==> config.mk <==
export PLATFORM = sky130hd
export DESIGN_NAME = thermistor_table_interpolate
export DESIGN_NICKNAME = d
export VERILOG_FILES = /design/src/sv/tti_pkg.sv /design/src/sv/tti_div.sv /design/src/sv/thermistor_table_interpolate.sv
export VERILOG_INCLUDE_DIRS = /design/src /design/src/sv
export SDC_FILE = /design/constraint.sdc
export NUM_CORES = 1
export LEC_CHECK = 0
export BUFFER_PORTS_ARGS = -buffer_cell sky130_fd_sc_hd__buf_2
export CAP_MARGIN = 20
export CORE_ASPECT_RATIO = 1.25
export CORE_MARGIN = 4
export CORE_UTILIZATION = 45
export CTS_CLUSTER_SIZE = 24
export DETAILED_ROUTE_END_ITERATION = 10
export SLEW_MARGIN = 20
export SYNTH_ARGS = -nofsm -noshare
export SYNTH_HDL_FRONTEND = slang
export SYNTH_HIERARCHICAL = 1
export SYNTH_SLANG_ARGS = --single-unit
==> constraint.sdc <==
create_clock -name clk -period 7.1 [get_ports clk]
set_input_delay 0 -clock clk [delete_from_list [all_inputs] [get_ports clk]]
set_output_delay 0 -clock clk [all_outputs]
set_load 0.005 [all_outputs]
==> src/sv/thermistor_table_interpolate_macros.svh <==
// ----------------------------------------------------------------------------
// Assertion macros for the thermistor table interpolator
// Clocked on clk, disabled while rst_n is low.
// ----------------------------------------------------------------------------
`ifndef THERMISTOR_TABLE_INTERPOLATE_MACROS_SVH
`define THERMISTOR_TABLE_INTERPOLATE_MACROS_SVH

// Same-cycle implication
`define TTI_ASSERT_HOLDS(label, ante, cons, msg) \
    label: assert property (@(posedge clk) disable iff (!rst_n) (ante) |-> (cons)) \
        else $error(msg);

// Next-cycle implication
`define TTI_ASSERT_NEXT(label, ante, cons, msg) \
    label: assert property (@(posedge clk) disable iff (!rst_n) (ante) |=> (cons)) \
        else $error(msg);

`endif

==> src/sv/tti_pkg.sv <==
// ----------------------------------------------------------------------------
// tti_pkg
// Shared widths, codes, calibration ROM contents and divider status type.
// ----------------------------------------------------------------------------
`timescale 1ns / 1ps
`default_nettype none

package tti_pkg;

    localparam int CODE_W      = 10;
    localparam int DIVIDER_W   = 20;
    localparam int TEMP_W      = 16;
    localparam int STATUS_W    = 2;
    localparam int OHMS_W      = 32;
    localparam int ROM_W       = 16;
    localparam int CFG_INDEX_W = 2;
    localparam int CFG_DATA_W  = 20;

    // interpolation divide: ((hi - r) * 512 + d) / (2 * d)
    localparam int FRAC_NUM_W  = 26;
    localparam int FRAC_DEN_W  = 17;
    localparam int FRAC_Q_W    = 9;

    localparam int TABLE_ENTRIES_DEF      = 91;
    localparam int ADC_BITS_DEF           = 10;
    localparam int LOWEST_TEMPERATURE_DEF = -10;

    localparam logic [DIVIDER_W-1:0] DIVIDER_RESET = 20'd10000;

    localparam logic [CFG_INDEX_W-1:0] CFG_DIVIDER_OHMS = 2'd0;
    localparam logic [CFG_INDEX_W-1:0] CFG_PULL_UP_MODE = 2'd1;

    localparam logic [STATUS_W-1:0] STAT_INTERP = 2'd0;
    localparam logic [STATUS_W-1:0] STAT_COLD   = 2'd1;
    localparam logic [STATUS_W-1:0] STAT_HOT    = 2'd2;

    typedef struct packed {
        logic busy;
        logic done;
    } div_stat_t;

    // Resistance in ohms at LOWEST_TEMPERATURE + addr degrees C.
    function automatic logic [ROM_W-1:0] rom_word(input logic [7:0] addr);
        logic [ROM_W-1:0] w;
        unique case (addr)
            8'd0:  w = 16'd44967;
            8'd1:  w = 16'd42897;
            8'd2:  w = 16'd40932;
            8'd3:  w = 16'd39066;
            8'd4:  w = 16'd37294;
            8'd5:  w = 16'd35611;
            8'd6:  w = 16'd34013;
            8'd7:  w = 16'd32494;
            8'd8:  w = 16'd31051;
            8'd9:  w = 16'd29679;
            8'd10: w = 16'd28375;
            8'd11: w = 16'd27135;
            8'd12: w = 16'd25956;
            8'd13: w = 16'd24834;
            8'd14: w = 16'd23766;
            8'd15: w = 16'd22750;
            8'd16: w = 16'd21783;
            8'd17: w = 16'd20862;
            8'd18: w = 16'd19985;
            8'd19: w = 16'd19150;
            8'd20: w = 16'd18345;
            8'd21: w = 16'd17595;
            8'd22: w = 16'd16872;
            8'd23: w = 16'd16183;
            8'd24: w = 16'd15526;
            8'd25: w = 16'd14899;
            8'd26: w = 16'd14301;
            8'd27: w = 16'd13730;
            8'd28: w = 16'd13186;
            8'd29: w = 16'd12666;
            8'd30: w = 16'd12169;
            8'd31: w = 16'd11695;
            8'd32: w = 16'd11242;
            8'd33: w = 16'd10809;
            8'd34: w = 16'd10395;
            8'd35: w = 16'd10000;
            8'd36: w = 16'd9622;
            8'd37: w = 16'd9260;
            8'd38: w = 16'd8914;
            8'd39: w = 16'd8583;
            8'd40: w = 16'd8267;
            8'd41: w = 16'd7963;
            8'd42: w = 16'd7673;
            8'd43: w = 16'd7395;
            8'd44: w = 16'd7129;
            8'd45: w = 16'd6874;
            8'd46: w = 16'd6629;
            8'd47: w = 16'd6395;
            8'd48: w = 16'd6170;
            8'd49: w = 16'd5955;
            8'd50: w = 16'd5748;
            8'd51: w = 16'd5550;
            8'd52: w = 16'd5360;
            8'd53: w = 16'd5177;
            8'd54: w = 16'd5002;
            8'd55: w = 16'd4834;
            8'd56: w = 16'd4672;
            8'd57: w = 16'd4517;
            8'd58: w = 16'd4368;
            8'd59: w = 16'd4225;
            8'd60: w = 16'd4087;
            8'd61: w = 16'd3955;
            8'd62: w = 16'd3827;
            8'd63: w = 16'd3705;
            8'd64: w = 16'd3587;
            8'd65: w = 16'd3474;
            8'd66: w = 16'd3365;
            8'd67: w = 16'd3260;
            8'd68: w = 16'd3159;
            8'd69: w = 16'd3062;
            8'd70: w = 16'd2968;
            8'd71: w = 16'd2878;
            8'd72: w = 16'd2791;
            8'd73: w = 16'd2707;
            8'd74: w = 16'd2626;
            8'd75: w = 16'd2548;
            8'd76: w = 16'd2473;
            8'd77: w = 16'd2401;
            8'd78: w = 16'd2331;
            8'd79: w = 16'd2264;
            8'd80: w = 16'd2199;
            8'd81: w = 16'd2136;
            8'd82: w = 16'd2075;
            8'd83: w = 16'd2017;
            8'd84: w = 16'd1960;
            8'd85: w = 16'd1906;
            8'd86: w = 16'd1853;
            8'd87: w = 16'd1802;
            8'd88: w = 16'd1753;
            8'd89: w = 16'd1705;
            8'd90: w = 16'd1659;
            default: w = 16'd0;
        endcase
        return w;
    endfunction

endpackage

`default_nettype wire

==> src/sv/tti_div.sv <==
// ----------------------------------------------------------------------------
// tti_div
// Restoring unsigned divider, one quotient bit per cycle.
// ----------------------------------------------------------------------------
`timescale 1ns / 1ps
`default_nettype none

module tti_div #(
    parameter int NUM_W = 31,
    parameter int DEN_W = 17
) (
    input  wire logic              clk,
    input  wire logic              rst_n,
    input  wire logic              start,
    input  wire logic [NUM_W-1:0]  num,
    input  wire logic [DEN_W-1:0]  den,
    output tti_pkg::div_stat_t     stat,
    output logic      [NUM_W-1:0]  quot
);

    localparam int CNT_W = $clog2(NUM_W + 1);

    logic [CNT_W-1:0] count_reg;
    logic             busy_reg;
    logic             done_reg;
    logic [NUM_W-1:0] quo_reg;
    logic [DEN_W-1:0] rem_reg;
    logic [DEN_W-1:0] den_reg;

    logic [DEN_W:0]   rem_shift;
    logic [DEN_W:0]   rem_sub;
    logic             qbit;
    logic [DEN_W-1:0] rem_next;

    always_comb
    begin
        rem_shift = {rem_reg, quo_reg[NUM_W-1]};
        rem_sub   = rem_shift - {1'b0, den_reg};
        qbit      = (rem_shift >= {1'b0, den_reg});
        // remainder stays below the divisor, so it fits DEN_W bits either way
        rem_next  = qbit ? rem_sub[DEN_W-1:0] : rem_shift[DEN_W-1:0];
    end

    always_ff @(posedge clk or negedge rst_n)
    begin
        if (!rst_n)
        begin
            count_reg <= '0;
            busy_reg  <= 1'b0;
            done_reg  <= 1'b0;
        end
        else if (start)
        begin
            count_reg <= CNT_W'(NUM_W);
            busy_reg  <= 1'b1;
            done_reg  <= 1'b0;
        end
        else if (busy_reg)
        begin
            count_reg <= count_reg - 1'b1;
            if (count_reg == CNT_W'(1))
            begin
                busy_reg <= 1'b0;
                done_reg <= 1'b1;
            end
        end
        else
        begin
            done_reg <= 1'b0;
        end
    end

    always_ff @(posedge clk)
    begin
        if (start)
        begin
            quo_reg <= num;
            den_reg <= den;
            rem_reg <= '0;
        end
        else if (busy_reg)
        begin
            quo_reg <= {quo_reg[NUM_W-2:0], qbit};
            rem_reg <= rem_next;
        end
    end

    assign stat.busy = busy_reg;
    assign stat.done = done_reg;
    assign quot      = quo_reg;

endmodule

`default_nettype wire

==> src/sv/thermistor_table_interpolate.sv <==
// ----------------------------------------------------------------------------
// thermistor_table_interpolate
// ADC code to thermistor resistance, table scan and linear interpolation.
// ----------------------------------------------------------------------------
// One word in, one word out. An interpolated item runs the shared serial
// divider (NUM_W = max(ADC_BITS+21, 26) bits wide, one quotient bit per
// cycle) once for the resistance and once for the interpolation fraction,
// and scans the calibration ROM from entry 0 up to k, the index of the first
// table entry below the resistance; each entry is read in ST_SCAN_RD and
// compared in ST_SCAN_CMP. Clamped readings skip the second divide, and a
// pull-down reading of code zero skips the first one as well. One item is
// in work at a time; a finished word waits in the output register while the
// next item is accepted. Write configuration only while the block is idle.
// ----------------------------------------------------------------------------
`timescale 1ns / 1ps
`default_nettype none

`include "thermistor_table_interpolate_macros.svh"

module thermistor_table_interpolate #(
    parameter int TABLE_ENTRIES      = tti_pkg::TABLE_ENTRIES_DEF,
    parameter int ADC_BITS           = tti_pkg::ADC_BITS_DEF,
    parameter int LOWEST_TEMPERATURE = tti_pkg::LOWEST_TEMPERATURE_DEF
) (
    input  wire logic                              clk,
    input  wire logic                              rst_n,

    input  wire logic                              cfg_valid,
    output logic                                   cfg_ready,
    input  wire logic [tti_pkg::CFG_INDEX_W-1:0]   cfg_index,
    input  wire logic [tti_pkg::CFG_DATA_W-1:0]    cfg_data,

    input  wire logic                              in_valid,
    output logic                                   in_stall,
    input  wire logic [tti_pkg::CODE_W-1:0]        adc_code,

    output logic                                   out_valid,
    input  wire logic                              out_stall,
    output logic signed [tti_pkg::TEMP_W-1:0]      temperature_q8,
    output logic [tti_pkg::STATUS_W-1:0]           range_status,
    output logic [tti_pkg::OHMS_W-1:0]             sensor_ohms
);

    localparam int ADDR_W = (TABLE_ENTRIES > 1) ? $clog2(TABLE_ENTRIES) : 1;
    localparam int FACT_W = ADC_BITS + 1;
    localparam int PROD_W = tti_pkg::DIVIDER_W + FACT_W;
    localparam int NUM_W  = (PROD_W > tti_pkg::FRAC_NUM_W) ? PROD_W : tti_pkg::FRAC_NUM_W;
    localparam int DEN_W  = (FACT_W > tti_pkg::FRAC_DEN_W) ? FACT_W : tti_pkg::FRAC_DEN_W;

    localparam logic [FACT_W-1:0] FULL_SCALE = {1'b1, {ADC_BITS{1'b0}}};
    localparam logic [tti_pkg::TEMP_W-1:0] COLD_Q8 =
        tti_pkg::TEMP_W'(LOWEST_TEMPERATURE * 256);
    localparam logic [tti_pkg::TEMP_W-1:0] HOT_Q8 =
        tti_pkg::TEMP_W'((LOWEST_TEMPERATURE + TABLE_ENTRIES - 1) * 256);
    localparam logic [ADDR_W-1:0] LAST_IDX = ADDR_W'(TABLE_ENTRIES - 1);

    typedef enum logic [6:0] {
        ST_IDLE     = 7'b0000001,
        ST_MUL      = 7'b0000010,
        ST_DIV_OHMS = 7'b0000100,
        ST_SCAN_RD  = 7'b0001000,
        ST_SCAN_CMP = 7'b0010000,
        ST_DIV_FRAC = 7'b0100000,
        ST_DONE     = 7'b1000000
    } state_t;

    state_t state_reg;
    state_t state_next;

    logic [tti_pkg::DIVIDER_W-1:0] divider_reg;
    logic                          pull_up_reg;

    logic [ADC_BITS-1:0]           code_reg;
    logic [tti_pkg::OHMS_W-1:0]    ohms_reg;
    logic [ADDR_W-1:0]             idx_reg;
    logic [tti_pkg::ROM_W-1:0]     rom_data_reg;
    logic [tti_pkg::ROM_W-1:0]     prev_reg;
    logic [tti_pkg::TEMP_W-1:0]    res_temp_reg;
    logic [tti_pkg::STATUS_W-1:0]  res_status_reg;

    logic                          out_valid_reg;
    logic [tti_pkg::TEMP_W-1:0]    out_temp_reg;
    logic [tti_pkg::STATUS_W-1:0]  out_status_reg;
    logic [tti_pkg::OHMS_W-1:0]    out_ohms_reg;

    logic [31:0]                   code_ext;
    logic [FACT_W-1:0]             code_wide;
    logic [FACT_W-1:0]             fact_num;
    logic [FACT_W-1:0]             fact_den;
    logic [PROD_W-1:0]             product;
    logic                          ohms_sat_early;
    logic [tti_pkg::ROM_W-1:0]     seg_span;
    logic [tti_pkg::ROM_W-1:0]     seg_diff;
    logic [tti_pkg::FRAC_NUM_W-1:0] frac_num;
    logic [tti_pkg::FRAC_DEN_W-1:0] frac_den;
    logic                          found;
    logic                          in_accept;
    logic                          out_load;
    logic                          div_start;
    logic [NUM_W-1:0]              div_num;
    logic [DEN_W-1:0]              div_den;
    tti_pkg::div_stat_t            div_stat;
    logic [NUM_W-1:0]              div_quot;
    logic [63:0]                   quot_ext;
    logic [31:0]                   interp_temp;

    assign in_accept = in_valid && !in_stall;
    assign in_stall  = (state_reg != ST_IDLE);
    assign cfg_ready = 1'b1;
    assign out_load  = (state_reg == ST_DONE) && (!out_valid_reg || !out_stall);

    // ------------------------------------------------------------------
    // configuration
    // ------------------------------------------------------------------
    always_ff @(posedge clk or negedge rst_n)
    begin
        if (!rst_n)
        begin
            divider_reg <= tti_pkg::DIVIDER_RESET;
            pull_up_reg <= 1'b0;
        end
        else if (cfg_valid && cfg_ready)
        begin
            if (cfg_index == tti_pkg::CFG_DIVIDER_OHMS)
            begin
                divider_reg <= cfg_data[tti_pkg::DIVIDER_W-1:0];
            end
            else if (cfg_index == tti_pkg::CFG_PULL_UP_MODE)
            begin
                pull_up_reg <= cfg_data[0];
            end
        end
    end

    // ------------------------------------------------------------------
    // datapath
    // ------------------------------------------------------------------
    always_comb
    begin
        code_ext  = 32'(adc_code);
        code_wide = {1'b0, code_reg};
        fact_num  = pull_up_reg ? code_wide : (FULL_SCALE - code_wide);
        fact_den  = pull_up_reg ? (FULL_SCALE - code_wide) : code_wide;
        product   = PROD_W'(divider_reg) * PROD_W'(fact_num);
        ohms_sat_early = (fact_den == '0);

        found    = ({16'b0, rom_data_reg} < ohms_reg);
        seg_span = prev_reg - rom_data_reg;
        seg_diff = prev_reg - ohms_reg[tti_pkg::ROM_W-1:0];
        frac_num = tti_pkg::FRAC_NUM_W'({seg_diff, 9'b0})
                 + tti_pkg::FRAC_NUM_W'(seg_span);
        frac_den = {seg_span, 1'b0};

        div_start = ((state_reg == ST_MUL) && !ohms_sat_early)
                 || ((state_reg == ST_SCAN_CMP) && found && (idx_reg != '0));
        div_num   = (state_reg == ST_MUL) ? NUM_W'(product) : NUM_W'(frac_num);
        div_den   = (state_reg == ST_MUL) ? DEN_W'(fact_den) : DEN_W'(frac_den);

        quot_ext    = 64'(div_quot);
        interp_temp = ((32'(LOWEST_TEMPERATURE) + 32'(idx_reg) - 32'd1) << 8)
                    + 32'(div_quot[tti_pkg::FRAC_Q_W-1:0]);
    end

    tti_div #(
        .NUM_W (NUM_W),
        .DEN_W (DEN_W)
    ) u_div (
        .clk   (clk),
        .rst_n (rst_n),
        .start (div_start),
        .num   (div_num),
        .den   (div_den),
        .stat  (div_stat),
        .quot  (div_quot)
    );

    // calibration ROM, registered read
    always_ff @(posedge clk)
    begin
        rom_data_reg <= tti_pkg::rom_word(8'(idx_reg));
    end

    // ------------------------------------------------------------------
    // sequencer
    // ------------------------------------------------------------------
    always_comb
    begin
        state_next = state_reg;
        unique case (state_reg)
            ST_IDLE:
            begin
                if (in_accept)
                begin
                    state_next = ST_MUL;
                end
            end
            ST_MUL:
            begin
                state_next = ohms_sat_early ? ST_SCAN_RD : ST_DIV_OHMS;
            end
            ST_DIV_OHMS:
            begin
                if (div_stat.done)
                begin
                    state_next = ST_SCAN_RD;
                end
            end
            ST_SCAN_RD:
            begin
                state_next = ST_SCAN_CMP;
            end
            ST_SCAN_CMP:
            begin
                if (found)
                begin
                    state_next = (idx_reg == '0) ? ST_DONE : ST_DIV_FRAC;
                end
                else
                begin
                    state_next = (idx_reg == LAST_IDX) ? ST_DONE : ST_SCAN_RD;
                end
            end
            ST_DIV_FRAC:
            begin
                if (div_stat.done)
                begin
                    state_next = ST_DONE;
                end
            end
            ST_DONE:
            begin
                if (out_load)
                begin
                    state_next = ST_IDLE;
                end
            end
            default:
            begin
                state_next = ST_IDLE;
            end
        endcase
    end

    always_ff @(posedge clk or negedge rst_n)
    begin
        if (!rst_n)
        begin
            state_reg <= ST_IDLE;
            idx_reg   <= '0;
        end
        else
        begin
            state_reg <= state_next;
            if (state_reg == ST_MUL || state_reg == ST_DIV_OHMS)
            begin
                idx_reg <= '0;
            end
            else if (state_reg == ST_SCAN_CMP && !found && idx_reg != LAST_IDX)
            begin
                idx_reg <= idx_reg + 1'b1;
            end
        end
    end

    always_ff @(posedge clk)
    begin
        if (in_accept)
        begin
            code_reg <= code_ext[ADC_BITS-1:0];
        end
        if (state_reg == ST_MUL && ohms_sat_early)
        begin
            ohms_reg <= '1;
        end
        if (state_reg == ST_DIV_OHMS && div_stat.done)
        begin
            ohms_reg <= (quot_ext[63:32] != '0) ? '1 : quot_ext[31:0];
        end
        if (state_reg == ST_SCAN_CMP)
        begin
            // hold the entry above for the interpolation span
            prev_reg <= rom_data_reg;
            if (found && idx_reg == '0)
            begin
                res_temp_reg   <= COLD_Q8;
                res_status_reg <= tti_pkg::STAT_COLD;
            end
            else if (!found && idx_reg == LAST_IDX)
            begin
                res_temp_reg   <= HOT_Q8;
                res_status_reg <= tti_pkg::STAT_HOT;
            end
        end
        if (state_reg == ST_DIV_FRAC && div_stat.done)
        begin
            res_temp_reg   <= interp_temp[tti_pkg::TEMP_W-1:0];
            res_status_reg <= tti_pkg::STAT_INTERP;
        end
    end

    // ------------------------------------------------------------------
    // output register
    // ------------------------------------------------------------------
    always_ff @(posedge clk or negedge rst_n)
    begin
        if (!rst_n)
        begin
            out_valid_reg <= 1'b0;
        end
        else if (out_load)
        begin
            out_valid_reg <= 1'b1;
        end
        else if (!out_stall)
        begin
            out_valid_reg <= 1'b0;
        end
    end

    always_ff @(posedge clk)
    begin
        if (out_load)
        begin
            out_temp_reg   <= res_temp_reg;
            out_status_reg <= res_status_reg;
            out_ohms_reg   <= ohms_reg;
        end
    end

    assign out_valid      = out_valid_reg;
    assign temperature_q8 = out_temp_reg;
    assign range_status   = out_status_reg;
    assign sensor_ohms    = out_ohms_reg;

    // ------------------------------------------------------------------
    // assertions
    // ------------------------------------------------------------------
    `TTI_ASSERT_HOLDS(a_cold_value, out_valid && range_status == tti_pkg::STAT_COLD, temperature_q8 == COLD_Q8, "cold clamp with wrong temperature")
    `TTI_ASSERT_HOLDS(a_hot_value, out_valid && range_status == tti_pkg::STAT_HOT, temperature_q8 == HOT_Q8, "hot clamp with wrong temperature")
    `TTI_ASSERT_HOLDS(a_scan_bound, state_reg == ST_SCAN_CMP, idx_reg <= LAST_IDX, "table scan ran past the last entry")
    `TTI_ASSERT_HOLDS(a_div_alive, state_reg == ST_DIV_OHMS || state_reg == ST_DIV_FRAC, div_stat.busy || div_stat.done, "waiting on an idle divider")
    `TTI_ASSERT_NEXT(a_accept_starts, in_accept, state_reg == ST_MUL, "accepted word did not start the multiply")

endmodule

`default_nettype wire
==> flow_metrics.env, run 1 <==
export IMPL_status="complete, no violations"
export IMPL_startpoint_type="flip-flop"
export IMPL_yosys_warnings=6
export IMPL_ant_nets=0
export IMPL_cts_buffers=29
export IMPL_track_usage=0.236
export IMPL_reg2reg_to="u_div/quot[27]"
export IMPL_grt_start_max_net_pins=89
export IMPL_critPathRequiredTime_ns=7.44
export IMPL_hpwl_um=47500
export IMPL_cts_max_path_buffers=3
export IMPL_syn_inst=2330
export IMPL_cts_root_buf="clkbuf_16"
export IMPL_worst_hold_slack_ns=0.0425
export IMPL_crit_fanout=7
export IMPL_nets=2811
export IMPL_wl_per_cell_um=20.0
export IMPL_gp_congestion=0.915
export IMPL_rows=90
export IMPL_slew_violations=0
export IMPL_post_route_util=0.526
export IMPL_setup_viol=0
export IMPL_fin_crit_sh=0.995
export IMPL_timing_fmax_ghz=0.142
export IMPL_grt_pass1_wl_um=98300
export IMPL_tritoncts="done"
export IMPL_slowest_stage="fa_1"
export IMPL_routed_wl_um=62400
export IMPL_syn_to_final_growth_pct=15.5
export IMPL_final_common_cell="nand2_1"
export IMPL_arrival_ns=7.41
export IMPL_maxSlewHeadroom=0.288
export IMPL_skew_ns=0.0239
export IMPL_die_x_um=206
export IMPL_via_per_inst=5.59
export IMPL_overflow=0
export IMPL_syn_area_per_cell_um2=9.44
export IMPL_worst_setup_path_type="reg -> reg"
export IMPL_grt_setup_unrepaired="yes"
export IMPL_layout_common_cells="nand2_1 (263), inv_1 (248), edfxtp_1 (171)"
export IMPL_port_buffers=88
export IMPL_grt_pass1_vias=17820
export IMPL_antenna_found_initial=1
export IMPL_worst_r2r_path_depth=28
export IMPL_hp_class="in -> reg"
export IMPL_maxCapViolCount=0
export IMPL_routed_via_count=17426
export IMPL_h_tree_depth=1
export IMPL_dp_cells=3017
export IMPL_final_cells=3120
export IMPL_clock_latency_ns=0.60
export IMPL_syn_nets=2689
export IMPL_cts_sinks=250
export IMPL_final_hold_violation_count=0
export IMPL_netlist_area_mm2=0.0220
export IMPL_cpPeakStageDelay_ns=0.58
export IMPL_fp_dieH_um=255
export IMPL_drive_gt1_frac=0.179
export IMPL_io_pins=90
export IMPL_r2r_start="code_reg[0]"
export IMPL_hp_start="cfg_index[1]"
export IMPL_drt_iter0_drc=1236
export IMPL_endpoint_kind="flip-flop"
export IMPL_placeableCoreArea_mm2=0.0483
export IMPL_hold_depth=4
export IMPL_start_util=0.455
export IMPL_min_period_ns=7.07
export IMPL_worst_pin_slew_ns=1.07
export IMPL_dieArea_mm2=0.0525
export IMPL_drc=0
export IMPL_clk_pin_slew_ns=0.06
export IMPL_hold_path_end="divider_reg[0]"
export IMPL_r2r_slack_ns=0.03
export IMPL_dr_pass1_iters=5
==> worst max-delay path by stage <==
stage,start,end,depth (start not counted)
after floorplan,code_reg[0],u_div/quot[27],28
after global placement,code_reg[1],u_div/quot[25],27
after detailed placement,code_reg[1],u_div/quot[30],26
after CTS,code_reg[0],u_div/quot[30],26
after global routing,code_reg[0],u_div/quot[22],30
final,code_reg[0],u_div/quot[27],28
==> final cells by class <==
type,count,area (um2)
tap,644,806
inverter,263,990
sequential,250,6940
clock buffer,37,786
clock inverter,17,211
multi-input combinational,1685,14000
antenna,1,2.50
timing repair buffer,223,1620
fill,4377,22900
==> what timing repair did <==
| action | 4_1_cts | 5_1_grt |
|---|---|---|
| pin swaps | 26 | 23 |
| cloned | 1 | 1 |
| hold buffers | 35 | 0 |
| setup endpoints to repair | 11 | 14 |
| resized for setup | 9 | 64 |
| buffers inserted | 3 | 9 |
| endpoints found under the hold margin | 84 | 0 |
==> worst max-delay path, delay by kind of cell, from the launching register on <==
kind,cells,cell delay (ns)
buffers and inverters,6,0.48
adders and majority gates,7,2.80
xor gates and xnor gates,2,0.32
DFF,1,0.44
and+or+nand+nor,6,1.01
AOI/OAI and AO/OA,6,1.45
muxes,1,0.27
==> through the flow <==
step | setup TNS, ns | worst slack [ns] | cell area (um2)
floorplan | 0 | 0.00557 | 22200
global placement | -0.457 | -0.0713 | 23600
detailed placement | -1.34 | -0.163 | 23600
CTS | 0 | 0.00751 | 25000
global route | -2.12 | -0.319 | 25400
finish | 0 | 0.0340 | 25400
==> layer usage <==
layer,vias to the layer above,global-route usage,share of wire
met5,-,0,0
met3,130,0.0236,0.047
met1,8620,0.302,0.41
li1,8185,-,-
met2,491,0.420,0.51
met4,0,0.0839,0.036
Power of run 1 is left out: the tool's default activity adds up to more than one toggle a clock period on the data nets, which glitch-free logic cannot reach.
==> inputs of run 2 (changes only) <==
--- a/config.mk
+++ b/config.mk
@@ -8,11 +8,15 @@
 export LEC_CHECK = 0
 export BUFFER_PORTS_ARGS = -buffer_cell sky130_fd_sc_hd__buf_2
 export CAP_MARGIN = 20
+export CELL_PAD_IN_SITES_DETAIL_PLACEMENT = 1
+export CELL_PAD_IN_SITES_GLOBAL_PLACEMENT = 1
 export CORE_ASPECT_RATIO = 1.25
 export CORE_MARGIN = 4
 export CORE_UTILIZATION = 45
 export CTS_CLUSTER_SIZE = 24
 export DETAILED_ROUTE_END_ITERATION = 10
+export PLACE_DENSITY_LB_ADDON = 0.1
+export REMOVE_ABC_BUFFERS = 1
 export SLEW_MARGIN = 20
 export SYNTH_ARGS = -nofsm -noshare
 export SYNTH_HDL_FRONTEND = slang
==> run 2 against run 1 <==
The flow now finishes with violations (setup timing). Clock skew grew 0.0038 ns. Non-clock buffer count increased by 33. First-iteration DRC count fell by 25%. Via count grew 2.7%. Highest routed layer unchanged.
==> flow_metrics.env, run 2 (synthesis results as in run 1) <==
export IMPL_status="finished with violations"
export IMPL_failed_checks="setup timing"
export IMPL_drc=0
export IMPL_grt_use_met2=0.489
export IMPL_critPathRequiredTime_ns=7.44
export IMPL_cts_max_path_buffers=3
export IMPL_final_common_cell="nand2_1"
export IMPL_overflow=0
export IMPL_cts_sinks=250
export IMPL_grt_setup_unrepaired="yes"
export IMPL_grt_busiest_layer="met2"
export IMPL_startpoint_type="flip-flop"
export IMPL_wl_per_cell_um=22.1
export IMPL_drive_gt1_frac=0.194
export IMPL_gp_congestion=0.920
export IMPL_endpoint_kind="flip-flop"
export IMPL_nets=2844
export IMPL_routed_via_count=17899
export IMPL_arrival_ns=7.64
export IMPL_antenna_found_initial=0
export IMPL_fp_dieH_um=255
export IMPL_setup_viol=10
export IMPL_rows=90
export IMPL_h_tree_depth=1
export IMPL_post_route_util=0.530
export IMPL_track_usage=0.265
export IMPL_worst_path_buf_inv=7
export IMPL_min_period_ns=7.29
export IMPL_routed_wl_um=69500
export IMPL_worst_setup_path_type="reg -> reg"
export IMPL_clk_pin_slew_ns=0.07
export IMPL_worst_pin_slew_ns=0.897
export IMPL_skew_ns=0.0276
export IMPL_hpwl_um=51200
export IMPL_port_buffers=88
export IMPL_gr_usage_met1=0.319
export IMPL_ant_nets=0
export IMPL_grt_pass1_wl_um=109000
export IMPL_cpPeakStageDelay_ns=0.59
export IMPL_fin_crit_sh=1.03
export IMPL_finalWorstSetupSlack_ns=-0.194
export IMPL_grt_start_max_net_pins=57
export IMPL_tritoncts="done"
export IMPL_cp_top_family="adder cells"
export IMPL_dieArea_mm2=0.0525
export IMPL_slew_violations=0
export IMPL_syn_to_final_growth_pct=16.4
export IMPL_placeableCoreArea_mm2=0.0483
export IMPL_maxCapViolCount=0
export IMPL_drt_iter0_drc=921
export IMPL_antenna_cells=0
export IMPL_io_pins=90
export IMPL_maxSlewHeadroom=0.396
export IMPL_final_hold_violation_count=0
export IMPL_grt_pass1_vias=19792
export IMPL_cts_buffers=29
export IMPL_slowest_stage="fa_1"
export IMPL_clock_latency_ns=0.60
export IMPL_die_x_um=206
export IMPL_layout_common_cells="nand2_1 (262), inv_1 (247), edfxtp_1 (171)"
export IMPL_dr_pass1_iters=5
export IMPL_start_util=0.455
export IMPL_crit_fanout=8
export IMPL_via_per_inst=5.68
export IMPL_grt_util_met3=0.0271
export IMPL_cts_root_buf="clkbuf_16"
export IMPL_hp_class="in -> reg"
export IMPL_timing_fmax_ghz=0.137
## run 2: cell types whose count changed in the layout (fill, tap and decap cells not counted), moves of 4 or more
cell / change
mux2_4: +8
fa_2: +6
buf_4: +34
xor2_2: -4
xor2_1: +4
mux2_2: -8
fa_1: -6
## run 2: repair_timing
item | CTS | global route
hold buffers | 34 | 0
endpoints found under the hold margin | 78 | 0
cloned | 2 | 0
endpoints found under the setup margin | 14 | 16
resized for setup | 75 | 55
pin swaps | 38 | 18
buffers inserted | 17 | 7
## run 2: worst paths after layout
kind | from | end | slack (ns) | cells past startpoint
setup / recovery | code_reg[1] | u_div/quot[27] | -0.19 | 29
hold / removal | cfg_index[1] | divider_reg[2] | 0.04 | 4
setup reg to reg | code_reg[1] | u_div/quot[27] | -0.19 | 29
hold reg to reg | res_temp_reg[9] | temperature_q8[9] | 0.42 | 0
max in group asynchronous | rst_n | idx_reg[2] | 6.42 | 3
min in group asynchronous | rst_n | divider_reg[3] | 0.07 | 3
## run 2: cell type report
cell class              instances  area (um2)
clock buffers                  37         766
clock inverters                16         158
fillers                      5412       22700
inverters                     263         987
multi-input cells            1685       14100
flip-flops and latches        250        6940
well taps                     644         806
repair buffers                256        1860
## run 2: per-stage QoR
stage,setup TNS [ns],setup slack [ns],area [um2],hold WS (ns),std cells
CTS,-0.881,-0.149,25400,0.0269,3146
finish,-1.27,-0.194,25600,0.0419,3151
floorplan,-96.41,-2.00,21500,-0.296,2198
global route,-4.34,-0.513,25600,0.0636,3151
global placement,-2.57,-0.342,23600,0.171,3040
detailed placement,-5.62,-0.621,23600,0.180,3040
## run 2: routing by layer
metal	vias up	wire (um)
met2	345	36400
met1	9150	28200
met4	0	2810
li1	8258	-
met3	146	2160
met5	-	0
## run 2: worst register-to-register path: cells and delay by family, from the launching register on
family,cells,cell delay (ns)
xor gates and xnor gates,2,0.33
and+or+nand+nor,6,0.93
AOI/OAI and AO/OA,6,1.50
adders and majority gates,7,2.91
DFF,1,0.42
buffers and inverters,7,0.68
muxes,1,0.27
Power of run 2 is left out for the same reason.
==> inputs of run 3 (changes only) <==
==> constraint.sdc (replaced) <==
create_clock -name clk -period 7.1 [get_ports clk]
set_input_delay 1.42 -clock clk [delete_from_list [all_inputs] [get_ports clk]]
set_output_delay 1.42 -clock clk [all_outputs]
set_load 0.005 [all_outputs]
==> run 3 against run 2 <==
The run still ends with setup timing left. Clock-buffer cell count is the same. First-iteration DRC count up 5.2%. Wire length down 0.47%. Non-clock buffer count fell by 34. Via count is 0.41% lower. Cell count decreased by 1.1%. Clock skew increased by 0.0013 ns. Utilization shrank 0.67 points. Critical path type unchanged.
==> flow_metrics.env, run 3 (synthesis results as in run 1) <==
export IMPL_tritoncts="done"
export IMPL_arrival_ns=7.65
export IMPL_drive_gt1_frac=0.197
export IMPL_cts_root_buf="clkbuf_16"
export IMPL_hpwl_um=51200
export IMPL_final_common_cell="nand2_1"
export IMPL_endpoint_kind="flip-flop"
export IMPL_overflow=0
export IMPL_nets=2810
export IMPL_layout_common_cells="nand2_1 (261), inv_1 (247), edfxtp_1 (171)"
export IMPL_antenna_cells=0
export IMPL_startpoint_type="flip-flop"
export IMPL_failed_checks="setup timing"
export IMPL_cts_buffers=29
export IMPL_clock_latency_ns=0.60
export IMPL_grt_pass1_wl_um=108000
export IMPL_worst_setup_path_type="reg -> reg"
export IMPL_io_pins=90
export IMPL_start_util=0.455
export IMPL_port_buffers=88
export IMPL_maxCapViolCount=0
export IMPL_grt_start_max_net_pins=57
export IMPL_skew_ns=0.0289
export IMPL_crit_fanout=8
export IMPL_dpl_cell_area_mm2=0.0236
export IMPL_slew_violations=0
export IMPL_hp_class="reg -> reg"
export IMPL_r2r_start="code_reg[1]"
export IMPL_wl_per_cell_um=22.2
export IMPL_worst_pin_slew_ns=0.882
export IMPL_track_usage=0.263
export IMPL_grt_pass1_vias=19642
export IMPL_final_hold_violation_count=0
export IMPL_die_x_um=206
export IMPL_dieArea_mm2=0.0525
export IMPL_gp_congestion=0.920
export IMPL_post_place_ws_ns=-0.621
export IMPL_cpPeakStageDelay_ns=0.59
export IMPL_antenna_found_initial=0
export IMPL_status="finished with violations"
export IMPL_rows=90
export IMPL_critPathRequiredTime_ns=7.45
export IMPL_dr_pass1_iters=5
export IMPL_slowest_stage="fa_1"
export IMPL_nFillCells=5435
export IMPL_setup_viol=10
export IMPL_finalWorstSetupSlack_ns=-0.199
export IMPL_drt_iter0_drc=969
export IMPL_fin_crit_sh=1.03
export IMPL_maxSlewHeadroom=0.407
export IMPL_placeableCoreArea_mm2=0.0483
export IMPL_via_per_inst=5.72
export IMPL_final_cells=3117
export IMPL_h_tree_depth=1
export IMPL_syn_to_final_growth_pct=15.0
export IMPL_grt_setup_unrepaired="yes"
export IMPL_cts_sinks=250
export IMPL_cts_max_path_buffers=3
export IMPL_fin_area_mm2=0.0253
export IMPL_crit_start="code_reg[1]"
export IMPL_timing_fmax_ghz=0.137
export IMPL_clk_pin_slew_ns=0.07
export IMPL_hp_start="res_temp_reg[9]"
export IMPL_ant_nets=0
export IMPL_routed_wl_um=69200
export IMPL_setup_tns_ns=-1.41
export IMPL_drc=0
export IMPL_min_period_ns=7.30
export IMPL_routed_via_count=17826
export IMPL_dp_cells=3040
export IMPL_fp_dieH_um=255
-- run 3: cell types whose count changed in the layout (fill, tap and decap cells not counted), sizes merged --
cell / change
dlygate4sd3: -34
-- run 3: routing by layer --
metal / track usage / vias to the layer above / part of all wire / wire length, um
met1: 0.318 / 9101 / 0.40 / 27900
met3: 0.0271 / 147 / 0.033 / 2260
met2: 0.484 / 387 / 0.52 / 36100
met5: 0 / - / 0 / 0
met4: 0.100 / 0 / 0.042 / 2870
li1: - / 8191 / - / -
-- run 3: stage by stage --
| step | hold WS [ns] | util |
|---|---|---|
| finish | 0.415 | 0.523 |
| global route | 0.423 | 0.523 |
| CTS | 0.418 | 0.518 |
| detailed placement | 0.406 | 0.488 |
| global placement | 0.401 | 0.488 |
| floorplan | 0.400 | - |
-- run 3: what timing repair did --
| item | 4_1_cts | 5_1_grt |
|---|---|---|
| endpoints found under the setup margin | 14 | 16 |
| gates cloned | 2 | 0 |
| hold buffers | 0 | 0 |
| resized for setup | 75 | 57 |
| pin swaps | 38 | 17 |
| endpoints found under the hold margin | 0 | 0 |
| buffers inserted | 17 | 7 |
-- run 3: critical path, delay by kind of cell (launching register included) --
kind | cells | cell delay [ns]
buffers and inverters | 7 | 0.67
AND/OR/NAND/NOR | 6 | 0.94
XOR/XNOR | 2 | 0.33
multiplexers | 1 | 0.27
AO/OA/AOI/OAI | 6 | 1.50
adder cells (fa/ha/maj) | 7 | 2.90
flip-flops | 1 | 0.42
-- run 3: layout make-up --
cell class | instances | area (um2) | area share
Sequential cell | 250 | 6940 | 0.275
Clock buffer | 37 | 766 | 0.0303
Clock inverter | 16 | 158 | 0.00624
Timing Repair Buffer | 222 | 1540 | 0.0607
Tap cell | 644 | 806 | 0.0319
Multi-Input combinational cell | 1685 | 14100 | 0.557
Inverter | 263 | 987 | 0.0390
-- run 3: worst paths after layout --
check,end,slack (ns),depth (start not counted)
setup reg to reg,u_div/quot[27],-0.20,29
setup / recovery,u_div/quot[27],-0.20,29
max in group asynchronous,idx_reg[2],5.55,2
min in group asynchronous,divider_reg[3],0.94,2
hold reg to reg,temperature_q8[9],0.42,0
hold / removal,temperature_q8[9],0.42,0
Power of run 3 is left out for the same reason.
